==> config.mk <==
export PLATFORM = sky130hd
export DESIGN_NAME = bta_alu
export DESIGN_NICKNAME = d
export VERILOG_FILES = /design/src/sv/bta_pkg.sv /design/src/sv/bta_alu.sv
export SDC_FILE = /design/constraint.sdc
export NUM_CORES = 1
export LEC_CHECK = 0
export BUFFER_PORTS_ARGS = -buffer_cell sky130_fd_sc_hd__buf_2
export CAP_MARGIN = 40
export CORE_UTILIZATION = 54
export DETAILED_ROUTE_END_ITERATION = 12
export MAX_ROUTING_LAYER = met4
export PLACE_DENSITY = 0.95
export SLEW_MARGIN = 20
export SYNTH_ARGS = -nofsm -noshare
export SYNTH_HDL_FRONTEND = slang
export SYNTH_SLANG_ARGS = --single-unit
==> constraint.sdc <==
create_clock -name vclk -period 7.8
set_clock_uncertainty 0.1 [all_clocks]
set_input_delay 0.39 -clock vclk [all_inputs]
set_output_delay 0.39 -clock vclk [all_outputs]
set_load 0.1 [all_outputs]
==> src/sv/bta_pkg.sv <==
// ----------------------------------------------------------------------------
// bta_pkg
// Shared types and constants of the boundary tag heap allocator.
// ----------------------------------------------------------------------------
package bta_pkg;

  localparam int HEAP_DEPTH = 4096;
  localparam int ADDR_W     = 12;
  localparam int WORD_W     = 16;
  localparam int CFG_W      = 13;
  localparam int SCAN_FITS  = 20;
  localparam int MIN_BLOCK  = 4;
  localparam int TAG_WORDS  = 2;
  localparam int ALU_W      = 18;

  localparam logic [1:0] ACT_FORMAT  = 2'd0;
  localparam logic [1:0] ACT_ALLOC   = 2'd1;
  localparam logic [1:0] ACT_RELEASE = 2'd2;

  localparam logic [2:0] ST_ALLOC   = 3'd0;
  localparam logic [2:0] ST_ZERO    = 3'd1;
  localparam logic [2:0] ST_NOFIT   = 3'd2;
  localparam logic [2:0] ST_FREED   = 3'd3;
  localparam logic [2:0] ST_IGNORED = 3'd4;
  localparam logic [2:0] ST_FORMAT  = 3'd5;

  typedef struct packed {
    logic [1:0]  action;
    logic [14:0] request_bytes;
    logic [11:0] handle;
  } in_item_t;

  typedef struct packed {
    logic [11:0] handle_res;
    logic [2:0]  status;
  } out_item_t;

  typedef struct packed {
    logic              we;
    logic [ADDR_W-1:0] addr;
    logic [WORD_W-1:0] data;
  } mem_wr_t;

  typedef struct packed {
    logic             sub;
    logic [ALU_W-1:0] a;
    logic [ALU_W-1:0] b;
  } alu_req_t;

endpackage

==> src/sv/bta_alu.sv <==
// ----------------------------------------------------------------------------
// bta_alu
// Shared add/subtract unit for sizes and block addresses.
// ----------------------------------------------------------------------------
module bta_alu (
  input  bta_pkg::alu_req_t              req,
  output logic [bta_pkg::ALU_W-1:0]      sum
);

  always_comb begin
    if (req.sub) begin
      sum = req.a - req.b;
    end else begin
      sum = req.a + req.b;
    end
  end

endmodule

=== After elaboration in Yosys (flattened, before gate mapping) ===
Index checks and enable logic that the tools add are counted.

* Memories: 0
* Register bits: 0
* Memory bits (writable): 0
* Bits in latches: 0
* ROM bits: 0

* Magnitude comparators: 0
* Multiply operators: 0
* Muxes and demuxes: 1
* Shifts and indexed selects: 0
* Div/mod/pow operators: 0
* Add/sub/neg operators: 2
* Bitwise logic cells: 0
* Reductions and logical operators: 0
* Equal/unequal tests: 0

{| class="wikitable"
|+ Operator list
! kind !! number
|-
| $add A18 B18 Y18 || 1
|-
| $mux W18 || 1
|-
| $sub A18 B18 Y18 || 1
|}

=== Logic depth before layout (Yosys ltp) ===
Gate-level depths: netlist of the first run.

* Word-level depth: 2
* Gate-level depth with buffers: 14
* Gate-level depth less buffers: 13

=== Least setup slack after synthesis of the first run ===
OpenSTA, ideal clock, no wires.

* Kind: input to output
* From: input req[36] (netlist name)
* To: output sum[16] (netlist name)
* Stages: 10
* Path slack: 3,380 ps
* Data arrival time: 3,930 ps
* Data required time: 7,310 ps
* Cells stage by stage: clkbuf_1 clkbuf_1 mux2i_1 fa_1 a211oi_2 o21bai_2 o221a_4 a21bo_1 o22a_1 xor2_1

* Cells in the longest elaborated chain, start to end: 1

{| class="wikitable"
|+ RTL lines
! element !! line !! RTL
|-
| start, declared || bta_alu.sv:6 || <nowiki>input bta_pkg::alu_req_t req,</nowiki>
|-
| $mux W18 || bta_alu.sv:11 || <nowiki>if (req.sub) begin</nowiki>
|-
| end, declared || bta_alu.sv:7 || <nowiki>output logic [bta_pkg::ALU_W-1:0] sum</nowiki>
|}

No other way between the ends.

=== Worst setup path in the final report of the first run ===
* From: input req[3] (netlist name)
* To: output sum[17] (netlist name)

* Cells in the longest elaborated chain, start to end: 2

{| class="wikitable"
|+ RTL lines
! element !! line
|-
| $add A18 B18 Y18 or $sub A18 B18 Y18 (tied branches) || bta_alu.sv:14, bta_alu.sv:12
|-
| $mux W18 (*) || bta_alu.sv:11
|}

Every way passes the cells marked *; elsewhere a longest branch is shown, timed or not.

==> results of run 1 <==
-- cell type report --
type	instances	area share, %
Timing Repair Buffer	55	18.2
Tap cell	27	2.24
Inverter	10	2.49
Multi-Input combinational cell	155	77.1
-- worst min-delay path: stages --
cell and delay (ps):
buf_2 100, ha_1 130, inv_1 30, buf_2 280
-- logic make-up (layout without fill, tap and decap cells) --
group	after synthesis	after routing	synth area share [%]
buffers and inverters	15	65	4.62
adder cells (fa/ha/maj)	19	19	20.1
multiplexers	1	1	0.821
AND/OR/NAND/NOR	42	42	17.0
AO/OA/AOI/OAI	62	62	35.2
XOR/XNOR	31	31	22.3
-- worst paths after layout --
check	slack, ps	endpoint	start
setup / recovery	3970	sum[17]	req[3]
hold / removal	1220	sum[0]	req[0]
-- cell usage in the layout, fill, tap and decap left out, types with 2 or more instances in the layout --
cell type  count
nand4_1        2
o41ai_1        2
xnor2_1       24
xor2_1         7
buf_2         55
o21ai_0       12
a21o_1         9
a31oi_1        3
o21a_1         4
ha_1          18
a21oi_1       18
nor4_1         2
nor2_1        17
o21bai_1       2
and2_1         2
nand2_1        5
inv_1         10
nor3_1         8
-- power groups by stage --
stage	clock network (mW)	registers, mW	logic (mW)
floorplan	0	0	0.337
global placement	0	0	0.393
detailed placement	0	0	0.397
CTS	0	0	0.398
global route	0	0	0.417
finish	0	0	0.399
-- layer usage --
layer / vias to the layer above / routed length, um
met5: - / 0
met4: 0 / 27
met3: 6 / 172
met2: 63 / 1530
met1: 650 / 1480
li1: 722 / -
==> out/summary.txt, run 1 <==
Sw Share -> 78.1%
Nets -> 278
Post-route cell area -> 1510 um2
Final setup TNS -> 0 ps
Hold Path Stages -> 4
Fmax -> 261 MHz
Die area -> 2450 um2
Leading area contributor after synthesis -> ha_1
Filler Cells Inserted -> 188
Storage cell area -> 0 um2
Syn-to-layout area delta -> 23.8%
Largest net degree at the start of global routing -> 18
Final Setup Violations -> 0
Top Family by Delay on Critical Path -> compound AO/OA/AOI/OAI gates
Count of different cell masters after synthesis -> 38
Status -> finished, final reports clean
Pre-CTS WS -> 3990 ps
Period utilization -> 49.1%
Core area -> 2040 um2
Placed cells -> 247
PD cells -> 264 nW/um2
Tightest Pin Transition -> 502 ps
CTS Hold Buffers Added -> 0
Die Wd -> 49.5 um
Sequential cells -> 0
PnR worst setup slack -> 3970 ps
Synth Net Count -> 226
Drt initial violations -> 44
Synthesized instance count -> 170
Top-count cell post-synth -> xnor2_1
Share of cells above drive strength 1 -> 28.2%
Routing usage on met1 -> 34.7%
Met2 Usage GRT -> 45.9%
Crit. End Element -> primary output
Remaining antenna violation count -> 0
Die height -> 49.5 um
Top post-synthesis cells by area -> ha_1 (18%), xnor2_1 (17%), a21oi_1 (7.4%)
Drt via density -> 5.83
Ports -> 55
Critical path depth -> 14
Data arrival time of the worst path -> 3340 ps
Pwr Total -> 0.399 mW
Cell internal pwr -> 0.0875 mW
Max stage delay on crit path -> 440 ps
Finished Layout Cells -> 247
Min cycle time layout -> 3830 ps
Sequential element share of the synthesized area -> 0%
Psw -> 0.312 mW
Fin. Hold Viols -> 0
GR peak layer -> met2
Gpl congestion -> 0.915
Most common cell type on the critical path -> a21o_1
Number of global-route vias before repair -> 1,270
Clock buffer count -> 0
Final hold slack -> 1220 ps
Final slew viol count -> 0
First-pass GRT wire length -> 5270 um
Leakage -> 0.757 nW
RSZ-0062 raised after global routing -> false
Initial Utilization -> 59.7%
Placed Instance Area -> 1510 um2
Gr usage total -> 26.5%
Initial antenna violation count -> 0
DRC -> 0
Vias -> 1,441
Gr ovfl total -> 0
WL final -> 3200 um
Max FO, Critical Path -> 7
Synth warn -> 0
HP Class -> in2out
CP bufs+invs -> 2
Antenna diode count -> 0
Sequential power share -> 0%
Synth cell count leaders -> xnor2_1 (24), a21oi_1 (18), ha_1 (18)
Postcts setup bufs -> 0
Crit path launch type -> input port
Clk network pwr share -> 0%
PostCTS Resize Cnt -> 0
Worst vdd rail ir drop -> 0.000256 V
Syn_area_per_cell -> 7.18 um2
Worst path cell trace -> buf_2, nor4_1, a21o_1, o21ai_0, nor2_1, xor2_1, ha_1, a21o_1, a21o_1, a21oi_1, o21ai_0, a21oi_1, xnor2_1, buf_2
CP max-delay cell -> buf_2
Wirelength per Cell -> 13.0 um
Row count -> 16
Rel. slew slack -> 66.1%
Gate power share -> 100.0%
Top-area cell type share of the netlist area -> 18.5%
Max cap viols -> 0
Post-DP HPWL -> 2750 um
Area of the mapped netlist -> 1220 um2
I/O Buffers -> 55
Req. time, crit path -> 7310 ps
1st-pass router iterations -> 4
Fin util -> 74.0%
Met3 Use GR -> 1.54%
CP Class -> in2out
Multi-input logic area -> 1160 um2
Note: power is estimated with default switching activity, not from simulation.
==> run 2: changes to the inputs <==
--- a/config.mk
+++ b/config.mk
@@ -5,12 +5,13 @@
 export SDC_FILE = /design/constraint.sdc
 export NUM_CORES = 1
 export LEC_CHECK = 0
+export ABC_AREA = 1
 export BUFFER_PORTS_ARGS = -buffer_cell sky130_fd_sc_hd__buf_2
 export CAP_MARGIN = 40
-export CORE_UTILIZATION = 54
+export CORE_UTILIZATION = 53
 export DETAILED_ROUTE_END_ITERATION = 12
 export MAX_ROUTING_LAYER = met4
-export PLACE_DENSITY = 0.95
+export PLACE_DENSITY = 0.91
 export SLEW_MARGIN = 20
 export SYNTH_ARGS = -nofsm -noshare
 export SYNTH_HDL_FRONTEND = slang
==> constraint.sdc (replaced) <==
create_clock -name vclk -period 3.77
set_clock_uncertainty 0.1 [all_clocks]
set_input_delay 0.1885 -clock vclk [all_inputs]
set_output_delay 0.1885 -clock vclk [all_outputs]
set_load 0.1 [all_outputs]
==> out/summary.txt, run 2 <==
Status -> finished, final reports clean
Met2 Usage GRT -> 46.7% (+0.76 points)
Fmax -> 335 MHz
Leakage -> 1.03 nW (+36%)
Worst path cell trace -> buf_2, inv_1, ha_1, nand3_2, o21ai_4, o21ai_1, xnor2_1, ha_1, nand2_1, nand2_1, a21oi_1, nand3_2, a21oi_1, nand2_1, nand2_1, buf_2
Final slew viol count -> 0 (unchanged)
Clock buffer count -> 0 (unchanged)
Sequential power share -> 0% (unchanged)
Final setup TNS -> 0 ps (unchanged)
Gpl congestion -> 0.972 (+6.3%)
Wirelength per Cell -> 9.94 um (-23%)
Row count -> 18 (+2)
I/O Buffers -> 55 (unchanged)
Cell internal pwr -> 0.159 mW (+82%)
Top-count cell post-synth -> nand2_1
1st-pass router iterations -> 4 (unchanged)
Min cycle time layout -> 2990 ps
HP Class -> in2out
Drt initial violations -> 35 (-20%)
Finished Layout Cells -> 338 (+37%)
CTS Hold Buffers Added -> 0 (unchanged)
Sw Share -> 80.0% (+1.9 points)
Die Wd -> 53.9 um (+8.7%)
Placed Instance Area -> 1730 um2 (+14%)
Routing usage on met1 -> 33.7% (-0.96 points)
CP Class -> in2out
Vias -> 1,674 (+16%)
Synth Area in Compound Gates -> 14.6% (-21 points)
Synth warn -> 0 (unchanged)
Worst vdd rail ir drop -> 0.000481 V (+87%)
Post-route cell area -> 1730 um2 (+14%)
Initial Utilization -> 57.0% (-2.7 points)
Synth Area in Adders -> 17.2% (-2.9 points)
Gr ovfl total -> 0 (unchanged)
Post-synthesis xor/xnor area fraction -> 15.4% (-6.9 points)
Post-DP HPWL -> 3020 um (+9.7%)
Max cap viols -> 0 (unchanged)
Remaining antenna violation count -> 0 (unchanged)
Sequential element share of the synthesized area -> 0% (unchanged)
Die height -> 53.9 um (+8.7%)
Share of cells above drive strength 1 -> 22.7% (-5.5 points)
Most frequent cells in the layout -> nand2_1 (69), buf_2 (55), inv_1 (37), nor2_1 (33)
PostCTS Resize Cnt -> 0 (unchanged)
Ports -> 55 (unchanged)
Die area -> 2900 um2 (+18%)
Leading area contributor after synthesis -> nand2_1
Drt via density -> 4.95 (-15%)
Top-area cell type share of the netlist area -> 18.2% (-0.29 points)
Synthesized instance count -> 254 (+49%)
Pwr Total -> 0.795 mW (+99%)
Max FO, Critical Path -> 4 (-3)
Final Setup Violations -> 0 (unchanged)
RSZ-0062 raised after global routing -> false
Synth cell count leaders -> nand2_1 (69), inv_1 (37), nor2_1 (33)
Period utilization -> 79.2%
Fin. Hold Viols -> 0 (unchanged)
Clk network pwr share -> 0% (unchanged)
Sequential cells -> 0 (unchanged)
First-pass GRT wire length -> 5730 um (+8.7%)
Mux contribution to synthesized area -> 0% (-0.82 points)
Req. time, crit path -> 3480 ps (-3830 ps)
Synth Net Count -> 310 (+37%)
Top post-synthesis cells by area -> nand2_1 (18%), ha_1 (16%), xor2_1 (11%)
Most common cell after layout, fill and taps aside -> nand2_1
Nets -> 366 (+32%)
Initial antenna violation count -> 0 (unchanged)
Most common cell type on the critical path -> nand2_1
Syn_area_per_cell -> 5.61 um2 (-22%)
PD cells -> 460 nW/um2 (+74%)
Placed cells -> 338 (+37%)
Crit. End Element -> primary output
Data arrival time of the worst path -> 2700 ps (-640 ps)
Crit path launch type -> input port
Tightest Pin Transition -> 494 ps (-8.73 ps)
Largest net degree at the start of global routing -> 11 (-7)
Max stage delay on crit path -> 410 ps (-30 ps)
Pre-CTS WS -> 784 ps (-3210 ps)
Syn-to-layout area delta -> 21.2%
Simple logic cell fraction of the synthesized area -> 40.4% (+23 points)
GR peak layer -> met2
Gate power share -> 100.0% (about the same)
Gr usage total -> 26.5% (-0.047 points)
Met3 Use GR -> 0.282% (-1.3 points)
Storage cell area -> 0 um2 (unchanged)
WL final -> 3360 um (+4.9%)
Filler Cells Inserted -> 245 (+30%)
Rel. slew slack -> 67.3% (+1.2 points)
CP max-delay cell -> buf_2
Antenna diode count -> 0 (unchanged)
Number of global-route vias before repair -> 1,433 (+13%)
DRC -> 0 (unchanged)
Postcts setup bufs -> 0 (unchanged)
Psw -> 0.636 mW (+100%)
Count of different cell masters after synthesis -> 30 (-21%)
Largest family of logic cells by synthesized area -> simple AND/OR/NAND/NOR gates
PnR worst setup slack -> 783 ps (-3180 ps)
Core area -> 2500 um2 (+22%)
Area of the mapped netlist -> 1430 um2 (+17%)
-- run 2: cell types whose count changed after synthesis, moves of 4 or more --
cell,previous run,this run
nor3_1,8,1
xor2_1,7,18
xnor2_1,24,7
nand2_2,0,4
inv_1,10,37
nand3_1,1,14
clkbuf_1,5,0
nand2_1,5,69
a21oi_1,18,14
o21ai_1,0,5
a21o_1,9,2
nor2_1,17,33
o21ai_0,12,8
o21a_1,4,0
-- run 2: layout make-up --
type / instances / area, um2 / share of cell area [%]
Timing Repair Buffer: 55 / 275 / 15.9
Inverter: 41 / 166 / 9.64
Tap cell: 30 / 37.5 / 2.17
Multi-Input combinational cell: 212 / 1250 / 72.2
-- run 2: critical path, delay by kind of cell --
kind / cells / cell delay [ps]
simple gates: 6 / 570
buf+inv: 3 / 590
fa+ha+maj: 2 / 570
compound gates: 4 / 620
xor+xnor: 1 / 150
-- run 2: stage by stage --
step	hold WS, ps	util [%]
detailed placement	798	69.1
floorplan	735	-
global placement	793	69.1
finish	793	69.1
CTS	799	69.1
global route	814	69.1
-- run 2: power groups by stage --
stage	sequential, mW	combinational, mW	clock [mW]
after floorplan	0	0.676	0
after global placement	0	0.787	0
after detailed placement	0	0.793	0
after CTS	0	0.794	0
after global routing	0	0.850	0
final	0	0.795	0
-- run 2: cells by family after synthesis --
group / count (synthesis)
AO/OA/AOI/OAI: 35
XOR/XNOR: 25
adder cells (fa/ha/maj): 19
buffers and inverters: 42
AND/OR/NAND/NOR: 133
-- run 2: per-layer routing --
| metal | vias to the layer above | share of wire [%] |
|---|---|---|
| met5 | - | 0 |
| met4 | 0 | 1.7 |
| met3 | 8 | 3.4 |
| met2 | 43 | 47 |
| met1 | 708 | 48 |
| li1 | 915 | - |
-- run 2: worst paths after layout --
check,depth (start not counted),start,endpoint,slack [ps]
setup / recovery,16,req[0],sum[17],780
hold / removal,4,req[0],sum[0],790
